[src/rtl/core/stream_rate_jitter_monitor_macros.svh]
// Assertion macros shared by the stream rate and jitter monitor RTL.
`ifndef STREAM_RATE_JITTER_MONITOR_MACROS_SVH
`define STREAM_RATE_JITTER_MONITOR_MACROS_SVH

// Same-cycle implication, sampled on clk and held off during rst.
`define SRJM_ASSERT_NOW(lbl, ante, cons) \
  lbl: assert property (@(posedge clk) disable iff (rst) (ante) |-> (cons)) \
    else $error("srjm assertion failed");

// Next-cycle implication, sampled on clk and held off during rst.
`define SRJM_ASSERT_NEXT(lbl, ante, cons) \
  lbl: assert property (@(posedge clk) disable iff (rst) (ante) |=> (cons)) \
    else $error("srjm assertion failed");

`endif

[src/rtl/core/srjm_pkg.sv]
// Types and constants shared by the stream rate and jitter monitor.
`default_nettype none
package srjm_pkg;

  localparam int unsigned CNT_W = 7;

  // Configuration register indexes.
  localparam logic [1:0] REG_MIN_GAP = 2'd0;
  localparam logic [1:0] REG_BURST   = 2'd1;
  localparam logic [1:0] REG_STALL   = 2'd2;

  localparam logic [15:0] MIN_GAP_RST = 16'd10;
  localparam logic [15:0] BURST_RST   = 16'd5;
  localparam logic [7:0]  STALL_RST   = 8'd2;

  // Rate scale: frames/s in Q16.16 is dframes * 1000 * 65536 / dt.
  localparam logic [31:0] SAT32 = 32'hFFFF_FFFF;
  localparam logic [47:0] SAT48 = 48'hFFFF_FFFF_FFFF;

  // Operations of the shared serial unit.
  typedef enum logic [1:0] {
    ALU_DIV,
    ALU_MUL,
    ALU_SQRT
  } alu_op_t;

  typedef struct packed {
    logic             start;
    alu_op_t          op;
    logic [CNT_W-1:0] count;
    logic [63:0]      num;
    logic [47:0]      rem0;
    logic [47:0]      den;
  } alu_req_t;

  typedef struct packed {
    logic        busy;
    logic        done;
    logic [63:0] quo;
    logic [95:0] prod;
  } alu_rsp_t;

  // Sequencer states.
  typedef enum logic [4:0] {
    S_IDLE,
    S_DELTA,
    S_GATE,
    S_RATE,
    S_RATE_W,
    S_BITR,
    S_BITR_W,
    S_INTV,
    S_INTV_W,
    S_DELT1,
    S_MEAN,
    S_MEAN_W,
    S_DELT2,
    S_MUL,
    S_MUL_W,
    S_ACC,
    S_VAR,
    S_VAR_W,
    S_SQRT,
    S_SQRT_W,
    S_FIN
  } st_t;

endpackage
`default_nettype wire

[src/rtl/core/srjm_alu.sv]
// Shared bit-serial unit: restoring divide, shift-add multiply, integer square root.
`default_nettype none
module srjm_alu (
  input  wire logic             clk,
  input  wire logic             rst,
  input  wire srjm_pkg::alu_req_t req,
  output srjm_pkg::alu_rsp_t    rsp
);

  srjm_pkg::alu_op_t            op;
  logic [srjm_pkg::CNT_W-1:0]   cnt;
  logic [63:0]                  num;
  logic [47:0]                  rem;
  logic [47:0]                  den;
  logic [63:0]                  quo;
  logic [95:0]                  acc;
  logic [63:0]                  sbit;
  logic                         busy;
  logic                         done;

  logic [48:0] r2;
  logic [48:0] rsub;
  logic        dge;
  logic [95:0] macc;
  logic [64:0] st;
  logic        sge;

  // One step of each operation; only the selected one is kept.
  always_comb begin
    r2   = {rem, num[63]};
    dge  = r2 >= {1'b0, den};
    rsub = r2 - {1'b0, den};
    macc = {acc[94:0], 1'b0} + (num[63] ? {48'd0, den} : 96'd0);
    st   = {1'b0, quo} + {1'b0, sbit};
    sge  = {1'b0, num} >= st;
  end

  // Control: busy while steps remain, done pulses after the last one.
  always_ff @(posedge clk) begin
    if (rst) begin
      busy <= 1'b0;
      done <= 1'b0;
      cnt  <= '0;
    end else begin
      done <= 1'b0;
      if (req.start) begin
        busy <= 1'b1;
        cnt  <= req.count;
      end else if (busy) begin
        cnt <= cnt - 1'b1;
        if (cnt == srjm_pkg::CNT_W'(1)) begin
          busy <= 1'b0;
          done <= 1'b1;
        end
      end
    end
  end

  // Datapath registers.
  always_ff @(posedge clk) begin
    if (req.start) begin
      op   <= req.op;
      num  <= req.num;
      rem  <= req.rem0;
      den  <= req.den;
      quo  <= '0;
      acc  <= '0;
      sbit <= 64'h4000_0000_0000_0000;
    end else if (busy) begin
      case (op)
        srjm_pkg::ALU_DIV: begin
          num <= {num[62:0], 1'b0};
          if (dge) begin
            rem <= rsub[47:0];
            quo <= {quo[62:0], 1'b1};
          end else begin
            rem <= r2[47:0];
            quo <= {quo[62:0], 1'b0};
          end
        end
        srjm_pkg::ALU_MUL: begin
          num <= {num[62:0], 1'b0};
          acc <= macc;
        end
        srjm_pkg::ALU_SQRT: begin
          sbit <= {2'b00, sbit[63:2]};
          if (sge) begin
            num <= num - st[63:0];
            quo <= {1'b0, quo[63:1]} + sbit;
          end else begin
            quo <= {1'b0, quo[63:1]};
          end
        end
        default: begin
          num <= num;
        end
      endcase
    end
  end

  assign rsp.busy = busy;
  assign rsp.done = done;
  assign rsp.quo  = quo;
  assign rsp.prod = acc;

endmodule
`default_nettype wire

[src/rtl/core/stream_rate_jitter_monitor.sv]
// Top level of the stream rate and jitter monitor: event logic, sequencer, output register.
//
//   channel | direction | handshake             | payload
//   in      | sink      | in_valid / in_ready   | timestamp_ms frames_total bytes_total losses_total
//   out     | source    | out_valid / out_ready | rates, jitter, loss and stall events
//   cfg     | sink      | cfg_valid / cfg_ready | cfg_index cfg_data
//
// With no rates recomputed a snapshot goes from the gate to the output register; the
// longest path (rates, interval, mean, product, variance, square root) uses the shared
// bit-serial unit. Snapshots are taken only while idle. rst is synchronous and restores
// the sequencer, configuration, session state and out_valid to their defaults. A result
// that cannot enter the output register holds the sequencer in its last state. A new
// snapshot is taken while an earlier result still waits there. cfg_ready is always high.
`default_nettype none
`include "stream_rate_jitter_monitor_macros.svh"
module stream_rate_jitter_monitor (
  input  wire logic        clk,
  input  wire logic        rst,
  input  wire logic        in_valid,
  output logic             in_ready,
  input  wire logic [47:0] timestamp_ms,
  input  wire logic [47:0] frames_total,
  input  wire logic [47:0] bytes_total,
  input  wire logic signed [31:0] losses_total,
  output logic             out_valid,
  input  wire logic        out_ready,
  output logic [31:0]      frame_rate_q16,
  output logic [31:0]      kbit_rate,
  output logic [31:0]      jitter_ms_q16,
  output logic             first_drop,
  output logic             loss_burst,
  output logic [31:0]      burst_size,
  output logic             stall_start,
  output logic             stall_end,
  input  wire logic        cfg_valid,
  output logic             cfg_ready,
  input  wire logic [1:0]  cfg_index,
  input  wire logic [15:0] cfg_data
);

  srjm_pkg::st_t      state;
  srjm_pkg::st_t      state_next;
  srjm_pkg::alu_req_t alu_req;
  srjm_pkg::alu_rsp_t alu_rsp;

  // Configuration.
  logic [15:0] min_gap_ms;
  logic [15:0] burst_threshold;
  logic [7:0]  stall_ticks;

  // Session state.
  logic        have_previous;
  logic [47:0] prev_time;
  logic [47:0] prev_frames;
  logic [47:0] prev_bytes;
  logic [31:0] base_loss;
  logic [31:0] interval_count;
  logic [47:0] interval_mean;
  logic [63:0] sum_sq_dev;
  logic [31:0] last_rate;
  logic [31:0] last_bitrate;
  logic [31:0] last_jitter;
  logic        seen_loss;
  logic        stalled;
  logic [7:0]  idle_ticks;

  // Working registers of one snapshot.
  logic [47:0] in_ts;
  logic [47:0] in_fr;
  logic [47:0] in_by;
  logic [31:0] in_lo;
  logic [47:0] dt;
  logic [47:0] dfr;
  logic [47:0] dby;
  logic        fwd;
  logic [57:0] k1000;
  logic [47:0] interval;
  logic [47:0] dmag1;
  logic        dneg;
  logic [47:0] dmag2;
  logic        ev_first;
  logic        ev_burst;
  logic [31:0] ev_size;
  logic        ev_sstart;
  logic        ev_send;

  logic        accept;
  logic        fin_load;
  logic        alu_wait;

  srjm_alu u_alu (
    .clk (clk),
    .rst (rst),
    .req (alu_req),
    .rsp (alu_rsp)
  );

  // Event decisions against the previous baseline.
  logic [32:0] rise;
  logic [15:0] thr_eff;
  logic        ev_burst_c;
  logic        idle_c;
  logic [7:0]  idle_inc;
  always_comb begin
    rise       = {losses_total[31], losses_total} - {base_loss[31], base_loss};
    thr_eff    = (burst_threshold == 16'd0) ? 16'd1 : burst_threshold;
    ev_burst_c = $signed(rise) >= $signed({17'd0, thr_eff});
    idle_c     = frames_total <= prev_frames;
    idle_inc   = (idle_ticks == 8'hFF) ? idle_ticks : idle_ticks + 8'd1;
  end

  // Saturation checks and Welford differences.
  logic        rate_sat;
  logic        bitr_sat;
  logic        intv_sat;
  logic [48:0] d1;
  logic [48:0] d2;
  logic [31:0] cnt_inc;
  logic [64:0] sum65;
  always_comb begin
    rate_sat = {6'd0, k1000[57:16]} >= dt;
    bitr_sat = {29'd0, dby[47:29]} >= dt;
    intv_sat = {32'd0, dt[47:32]} >= dfr;
    d1       = {1'b0, interval} - {1'b0, interval_mean};
    d2       = {1'b0, interval} - {1'b0, interval_mean};
    cnt_inc  = (interval_count == srjm_pkg::SAT32) ? interval_count : interval_count + 32'd1;
    sum65    = {1'b0, sum_sq_dev} + {1'b0, alu_rsp.prod[63:0]};
  end

  assign accept   = in_valid && in_ready;
  assign fin_load = (state == srjm_pkg::S_FIN) && (!out_valid || out_ready);
  assign cfg_ready = 1'b1;

  // States that wait for the shared unit to finish.
  assign alu_wait = (state == srjm_pkg::S_RATE_W) || (state == srjm_pkg::S_BITR_W) ||
                    (state == srjm_pkg::S_INTV_W) || (state == srjm_pkg::S_MEAN_W) ||
                    (state == srjm_pkg::S_MUL_W) || (state == srjm_pkg::S_VAR_W) ||
                    (state == srjm_pkg::S_SQRT_W);

  // Next state.
  always_comb begin
    state_next = state;
    case (state)
      srjm_pkg::S_IDLE:   if (in_valid) state_next = srjm_pkg::S_DELTA;
      srjm_pkg::S_DELTA:  state_next = srjm_pkg::S_GATE;
      srjm_pkg::S_GATE: begin
        if (fwd && (dt > {32'd0, min_gap_ms})) state_next = srjm_pkg::S_RATE;
        else state_next = srjm_pkg::S_FIN;
      end
      srjm_pkg::S_RATE:   state_next = rate_sat ? srjm_pkg::S_BITR : srjm_pkg::S_RATE_W;
      srjm_pkg::S_RATE_W: if (alu_rsp.done) state_next = srjm_pkg::S_BITR;
      srjm_pkg::S_BITR:   state_next = bitr_sat ? srjm_pkg::S_BITR_W : srjm_pkg::S_BITR_W;
      srjm_pkg::S_BITR_W: begin
        if (bitr_sat || alu_rsp.done) begin
          state_next = (dfr == 48'd0) ? srjm_pkg::S_FIN : srjm_pkg::S_INTV;
        end
      end
      srjm_pkg::S_INTV:   state_next = intv_sat ? srjm_pkg::S_DELT1 : srjm_pkg::S_INTV_W;
      srjm_pkg::S_INTV_W: if (alu_rsp.done) state_next = srjm_pkg::S_DELT1;
      srjm_pkg::S_DELT1:  state_next = srjm_pkg::S_MEAN;
      srjm_pkg::S_MEAN:   state_next = srjm_pkg::S_MEAN_W;
      srjm_pkg::S_MEAN_W: if (alu_rsp.done) state_next = srjm_pkg::S_DELT2;
      srjm_pkg::S_DELT2:  state_next = srjm_pkg::S_MUL;
      srjm_pkg::S_MUL:    state_next = srjm_pkg::S_MUL_W;
      srjm_pkg::S_MUL_W:  if (alu_rsp.done) state_next = srjm_pkg::S_ACC;
      srjm_pkg::S_ACC: begin
        state_next = (interval_count > 32'd1) ? srjm_pkg::S_VAR : srjm_pkg::S_FIN;
      end
      srjm_pkg::S_VAR:    state_next = srjm_pkg::S_VAR_W;
      srjm_pkg::S_VAR_W:  if (alu_rsp.done) state_next = srjm_pkg::S_SQRT;
      srjm_pkg::S_SQRT:   state_next = srjm_pkg::S_SQRT_W;
      srjm_pkg::S_SQRT_W: if (alu_rsp.done) state_next = srjm_pkg::S_FIN;
      srjm_pkg::S_FIN:    if (!out_valid || out_ready) state_next = srjm_pkg::S_IDLE;
      default:            state_next = srjm_pkg::S_IDLE;
    endcase
  end

  // Sequencer outputs: input ready and requests to the shared unit.
  always_comb begin
    in_ready      = (state == srjm_pkg::S_IDLE);
    alu_req.start = 1'b0;
    alu_req.op    = srjm_pkg::ALU_DIV;
    alu_req.count = '0;
    alu_req.num   = '0;
    alu_req.rem0  = '0;
    alu_req.den   = dt;
    case (state)
      srjm_pkg::S_RATE: begin
        alu_req.start = !rate_sat;
        alu_req.count = srjm_pkg::CNT_W'(32);
        alu_req.num   = {k1000[15:0], 48'd0};
        alu_req.rem0  = {6'd0, k1000[57:16]};
      end
      srjm_pkg::S_BITR: begin
        alu_req.start = !bitr_sat;
        alu_req.count = srjm_pkg::CNT_W'(32);
        alu_req.num   = {dby[28:0], 35'd0};
        alu_req.rem0  = {29'd0, dby[47:29]};
      end
      srjm_pkg::S_INTV: begin
        alu_req.start = !intv_sat;
        alu_req.count = srjm_pkg::CNT_W'(48);
        alu_req.num   = {dt[31:0], 32'd0};
        alu_req.rem0  = {32'd0, dt[47:32]};
        alu_req.den   = dfr;
      end
      srjm_pkg::S_MEAN: begin
        alu_req.start = 1'b1;
        alu_req.count = srjm_pkg::CNT_W'(48);
        alu_req.num   = {dmag1, 16'd0};
        alu_req.den   = {16'd0, interval_count};
      end
      srjm_pkg::S_MUL: begin
        alu_req.start = 1'b1;
        alu_req.op    = srjm_pkg::ALU_MUL;
        alu_req.count = srjm_pkg::CNT_W'(48);
        alu_req.num   = {dmag1, 16'd0};
        alu_req.den   = dmag2;
      end
      srjm_pkg::S_VAR: begin
        alu_req.start = 1'b1;
        alu_req.count = srjm_pkg::CNT_W'(64);
        alu_req.num   = sum_sq_dev;
        alu_req.den   = {16'd0, interval_count - 32'd1};
      end
      srjm_pkg::S_SQRT: begin
        alu_req.start = 1'b1;
        alu_req.op    = srjm_pkg::ALU_SQRT;
        alu_req.count = srjm_pkg::CNT_W'(32);
        alu_req.num   = alu_rsp.quo;
      end
      default: begin
        alu_req.start = 1'b0;
      end
    endcase
  end

  // State register, configuration and session state.
  always_ff @(posedge clk) begin
    if (rst) begin
      state           <= srjm_pkg::S_IDLE;
      min_gap_ms      <= srjm_pkg::MIN_GAP_RST;
      burst_threshold <= srjm_pkg::BURST_RST;
      stall_ticks     <= srjm_pkg::STALL_RST;
      have_previous   <= 1'b0;
      prev_time       <= '0;
      prev_frames     <= '0;
      prev_bytes      <= '0;
      base_loss       <= '0;
      interval_count  <= '0;
      interval_mean   <= '0;
      sum_sq_dev      <= '0;
      last_rate       <= '0;
      last_bitrate    <= '0;
      last_jitter     <= '0;
      seen_loss       <= 1'b0;
      stalled         <= 1'b0;
      idle_ticks      <= '0;
      out_valid       <= 1'b0;
    end else begin
      state <= state_next;

      // Register writes.
      if (cfg_valid) begin
        case (cfg_index)
          srjm_pkg::REG_MIN_GAP: min_gap_ms      <= cfg_data;
          srjm_pkg::REG_BURST:   burst_threshold <= cfg_data;
          srjm_pkg::REG_STALL:   stall_ticks     <= cfg_data[7:0];
          default:               min_gap_ms      <= min_gap_ms;
        endcase
      end

      // Loss and stall tracking on each accepted snapshot.
      if (accept) begin
        if (!seen_loss && ($signed(losses_total) > 32'sd0)) seen_loss <= 1'b1;
        if (idle_c) begin
          idle_ticks <= idle_inc;
          if (!stalled && (idle_inc >= stall_ticks)) stalled <= 1'b1;
        end else begin
          idle_ticks <= '0;
          stalled    <= 1'b0;
        end
      end

      // Baseline moves to the new snapshot once the gap is judged.
      if (state == srjm_pkg::S_GATE) begin
        have_previous <= 1'b1;
        prev_time     <= in_ts;
        prev_frames   <= in_fr;
        prev_bytes    <= in_by;
        base_loss     <= in_lo;
      end

      // Rate results.
      if (state == srjm_pkg::S_RATE && rate_sat) last_rate <= srjm_pkg::SAT32;
      if (state == srjm_pkg::S_RATE_W && alu_rsp.done) last_rate <= alu_rsp.quo[31:0];
      if (state == srjm_pkg::S_BITR && bitr_sat) last_bitrate <= srjm_pkg::SAT32;
      if (state == srjm_pkg::S_BITR_W && alu_rsp.done) last_bitrate <= alu_rsp.quo[31:0];

      // Welford update.
      if (state == srjm_pkg::S_DELT1) interval_count <= cnt_inc;
      if (state == srjm_pkg::S_MEAN_W && alu_rsp.done) begin
        if (dneg) interval_mean <= interval_mean - alu_rsp.quo[47:0];
        else      interval_mean <= interval_mean + alu_rsp.quo[47:0];
      end
      if (state == srjm_pkg::S_ACC) begin
        if ((alu_rsp.prod[95:64] != 32'd0) || sum65[64]) sum_sq_dev <= '1;
        else sum_sq_dev <= sum65[63:0];
        if (interval_count <= 32'd1) last_jitter <= '0;
      end
      if (state == srjm_pkg::S_SQRT_W && alu_rsp.done) last_jitter <= alu_rsp.quo[31:0];

      // Output register handshake.
      if (fin_load)       out_valid <= 1'b1;
      else if (out_ready) out_valid <= 1'b0;
    end
  end

  // Snapshot working registers.
  always_ff @(posedge clk) begin
    if (accept) begin
      in_ts     <= timestamp_ms;
      in_fr     <= frames_total;
      in_by     <= bytes_total;
      in_lo     <= losses_total;
      ev_first  <= !seen_loss && ($signed(losses_total) > 32'sd0);
      ev_burst  <= ev_burst_c;
      ev_size   <= ev_burst_c ? rise[31:0] : 32'd0;
      ev_sstart <= idle_c && !stalled && (idle_inc >= stall_ticks);
      ev_send   <= !idle_c && stalled;
    end
    if (state == srjm_pkg::S_DELTA) begin
      dt  <= in_ts - prev_time;
      dfr <= in_fr - prev_frames;
      dby <= in_by - prev_bytes;
      fwd <= have_previous && (in_ts > prev_time) && (in_fr >= prev_frames)
             && (in_by >= prev_bytes);
    end
    // dframes * 1000 as 1024 - 16 - 8.
    if (state == srjm_pkg::S_GATE) begin
      k1000 <= {dfr, 10'd0} - {6'd0, dfr, 4'd0} - {7'd0, dfr, 3'd0};
    end
    if (state == srjm_pkg::S_INTV && intv_sat) interval <= srjm_pkg::SAT48;
    if (state == srjm_pkg::S_INTV_W && alu_rsp.done) interval <= alu_rsp.quo[47:0];
    if (state == srjm_pkg::S_DELT1) begin
      dneg  <= d1[48];
      dmag1 <= d1[48] ? 48'(-d1) : d1[47:0];
    end
    if (state == srjm_pkg::S_DELT2) begin
      dmag2 <= d2[48] ? 48'(-d2) : d2[47:0];
    end
    if (fin_load) begin
      frame_rate_q16 <= last_rate;
      kbit_rate      <= last_bitrate;
      jitter_ms_q16  <= last_jitter;
      first_drop     <= ev_first;
      loss_burst     <= ev_burst;
      burst_size     <= ev_size;
      stall_start    <= ev_sstart;
      stall_end      <= ev_send;
    end
  end

  // Checks.
  `SRJM_ASSERT_NOW(a_start_idle, alu_req.start, !alu_rsp.busy)
  `SRJM_ASSERT_NOW(a_done_waits, alu_rsp.done, alu_wait)
  `SRJM_ASSERT_NOW(a_stall_excl, out_valid, !(stall_start && stall_end))
  `SRJM_ASSERT_NOW(a_burst_size, out_valid, loss_burst == (burst_size != 32'd0))

endmodule
`default_nettype wire
[config.mk]
export PLATFORM = sky130hd
export DESIGN_NAME = stream_rate_jitter_monitor
export DESIGN_NICKNAME = d
export VERILOG_FILES = /design/src/rtl/core/srjm_pkg.sv /design/src/rtl/core/srjm_alu.sv /design/src/rtl/core/stream_rate_jitter_monitor.sv
export VERILOG_INCLUDE_DIRS = /design/src /design/src/rtl/core
export SDC_FILE = /design/constraint.sdc
export NUM_CORES = 2
export LEC_CHECK = 0
export BUFFER_PORTS_ARGS = -buffer_cell sky130_fd_sc_hd__buf_2
export CORE_AREA = 5 5 421 423
export CTS_CLUSTER_DIAMETER = 40
export CTS_CLUSTER_SIZE = 40
export DETAILED_ROUTE_END_ITERATION = 10
export DIE_AREA = 0 0 426 428
export PLACE_DENSITY = 0.8
export REMOVE_ABC_BUFFERS = 1
export SKIP_CTS_REPAIR_TIMING = 1
export SLEW_MARGIN = 20
export SYNTH_ARGS = -nofsm -noshare
export SYNTH_HDL_FRONTEND = slang
export SYNTH_SLANG_ARGS = --single-unit
[constraint.sdc]
create_clock -name clk -period 9.1 [get_ports clk]
set_input_delay 0.455 -clock clk [delete_from_list [all_inputs] [get_ports clk]]
set_output_delay 0.455 -clock clk [all_outputs]
set_load 0.02 [all_outputs]
==> metrics.md <==
| Metric | Value |
|---|---|
| Synth Cell Area | 99700 um^2 |
| Syn Area/Cell | 8.88 um^2 |
| Worst clock skew | 0.0714 ns |
| CP required | 9.59 ns |
| CTS tree | yes |
| Clock Latency Late Sink | 0.92 ns |
| CP arrival | 8.89 ns |
| Cell taking the most area after synthesis | edfxtp_1 |
| Final Cell Area | 114000 um^2 |
| Post-Synth Adder-Cell Area | 11.3% |
| Failing checks | DRC |
| CTS Sinks | 1525 |
| DIE HEIGHT | 428 um |
| Count leader, synth | nand2_1 |
| Die span in x | 426 um |
| Simple-gate share of the synthesized area | 15.9% |
| CP Capture Type | flip-flop |
| # Max-Cap Violations | 0 |
| Post-Synth XOR/XNOR Area | 6.62% |
| Hold slack final | 0.0113 ns |
| Total core area | 173000 um^2 |
| Post-synthesis mux area share | 0.331% |
| Final Hold Fails | 0 |
| Total GRT Usage | 38.7% |
| Main flop type after synthesis | edfxtp_1 |
| Leak pwr | 0.0449 uW |
| Flops & latches, synth | 1525 |
| Root Buffer | clkbuf_16 |
| GP Congestion | 1.05 |
| RSZ-0062 raised after global routing | false |
| Slew HR | 8.15% |
| Vias per inst | 6.57 |
| DR pass1 iterations | 11 |
| Row count | 153 |
| PortBufs | 332 |
| Result of the run | finished, violations left |
| Synthesized-area fraction occupied by ao, oa, aoi and oai cells | 22.2% |
| Die footprint | 182000 um^2 |
| Largest family of logic cells by synthesized area | compound AO/OA/AOI/OAI gates |
| Total clock buffers created by CTS | 239 |
| Vias in the first global route | 85100 |
| Routed vias | 92700 |
| DP Wirelength | 280000 um |
| Layout cells sized above 1 | 9.53% |
| CTS H-tree lvls | 4 |
| Pwr dens | 392 nW/um^2 |
| Post-synthesis sequential area ratio | 39.2% |
| Layout area overhead | 14.5% |
| Gate Count Post-Synth | 11200 |
| Wire length per cell | 26.7 um |
| Crit-path max FO | 64 |
| # IOs | 334 |
| Final period util | 92.3% |
| Synth top area share | 25.6% |
| FMAX | 119 MHz |
| Ys async rst share | 0% |
| Tmin final | 8.40 ns |
| Synthesis warning total | 0 |
| Number of synthesized flops with an enable pin | 851 |
| Worst-case vdd ir drop | 0.000370 V |
| Fin nets | 12600 |
| Final worst setup slack | 0.702 ns |
| Main area contributors after synthesis | edfxtp_1 (26%), dfxtp_1 (14%), ha_1 (10%) |
| Global-route wire length before repair | 540000 um |
| Synth cell types | 106 |
| CP Launch Type | flip-flop |
| Max clock buf depth | 3 |
| Worst Max-Slew Pin Slew | 1.38 ns |
| Initial DRC count | 12500 |
| Setup violators final | 0 |
| Area after DPL | 103000 um^2 |
| Final-report max-slew violation count | 0 |
| Total grt overflow | 0 |
| Antenna violations before repair | 20 |
| Largest net degree at the start of global routing | 139 |
| Final WL | 377000 um |
| CP Class | reg2reg |
| Reg clk slew, reported paths | 0.07 ns |
| Detail Route Antenna Nets | 0 |
| Post-synth top cells | nand2_1 (1264), a21oi_1 (1166), nor2_1 (885) |
| Min-Delay Path Class | in2reg |
| DRC errors left | 16 |
| Pre-CTS worst setup slack | 1.26 ns |
| Initial Util | 57.6% |
==> logic make-up after synthesis <==
logic type / after synthesis
muxes: 32
DFF: 1525
xor gates and xnor gates: 754
other: 1
and+or+nand+nor: 3437
adders and majority gates: 867
buffers and inverters: 1214
AOI/OAI and AO/OA: 3405
==> layer usage <==
| layer | global-route usage [%] | part of all wire [%] | wire (um) | vias to the layer above |
|---|---|---|---|---|
| met4 | 25.7 | 8.1 | 30700 | 12 |
| met1 | 50.4 | 38 | 144000 | 44100 |
| met5 | 0.212 | 0.033 | 125 | - |
| li1 | - | - | - | 41700 |
| met2 | 57.4 | 43 | 161000 | 5693 |
| met3 | 9.34 | 11 | 41000 | 1171 |
==> critical path, stage by stage, from the launching register on <==
cell and delay (ns):
dfxtp_1 0.80, ha_1 0.36, a21oi_1 0.10, o31ai_1 0.60, a2111oi_2 0.21, o31ai_2 0.54, a311oi_2 0.27, o31ai_1 0.64
a31o_2 0.41, a31oi_1 0.18, nor2_1 0.12, o21ai_0 0.11, xor2_1 0.19, ha_1 0.41, nand4_1 0.25, nor4_1 0.29
nand4_1 0.25, nor3_1 0.31, a211o_1 0.18, or2_2 0.64, o21ai_2 0.36, o21ai_4 0.25, buf_12 0.32
==> path summary, 6_finish.rpt <==
path           startpoint        endpoint  depth (start not counted)  slack [ns]
min reg2reg   ev_size[24]  burst_size[24]                          0        0.42
max          u_alu.quo[4]   u_alu.num[13]                         22        0.70
max reg2reg  u_alu.quo[4]   u_alu.num[13]                         22        0.70
min          cfg_index[0]   min_gap_ms[4]                          4        0.01
==> final cells by class <==
class / count / area [um^2]
Fill cell: 13700 / 58900
Multi-Input combinational cell: 8496 / 56300
Sequential cell: 1525 / 39000
Clock buffer: 265 / 6250
Timing Repair Buffer: 649 / 4630
Tap cell: 2325 / 2910
Clock inverter: 189 / 2610
Inverter: 634 / 2390
Antenna cell: 17 / 42.5
==> per-stage QoR <==
step | power (uW) | TNS [ns] | cells | util, %
finish | 44800 | 0 | 14100 | 66.0
global route | 47200 | 0 | 14100 | 66.0
CTS | 43900 | 0 | 13900 | 64.8
detailed placement | 34000 | 0 | 13400 | 59.7
global placement | 33600 | 0 | 13400 | 59.7
floorplan | 27100 | -792.79 | 10700 | -
==> where the power goes <==
group	switching (uW)	internal (uW)	total (uW)
registers	2270	10100	12400
logic	14300	8220	22500
clock network	4130	5740	9870
total	20700	24100	44800
==> cell usage in the layout, fill, tap and decap left out, drive strengths merged, types with 64 or more instances in the layout <==
cell	n
a211oi	206
a21o	396
a21oi	1168
a222oi	92
a31oi	162
and3	92
buf	453
clkbuf	268
clkinv	76
dfxtp	674
dlygate4sd3	193
edfxtp	851
ha	816
inv	715
nand2	1265
nand2b	108
nand3	227
nand4	170
nor2	885
nor2b	112
nor3	223
nor4	89
o21a	92
o21ai	561
o21bai	94
or2	64
xnor2	441
xor2	313
==> flip-flops by register name (all words and copies together), names as in the netlist, 55 cells and up <==
| register | cells |
|---|---|
| sum_sq_dev | 64 |
| u_alu.num | 64 |
| u_alu.acc | 96 |
| k1000 | 55 |
| u_alu.quo | 64 |
Note: power is estimated with default switching activity, not from simulation.
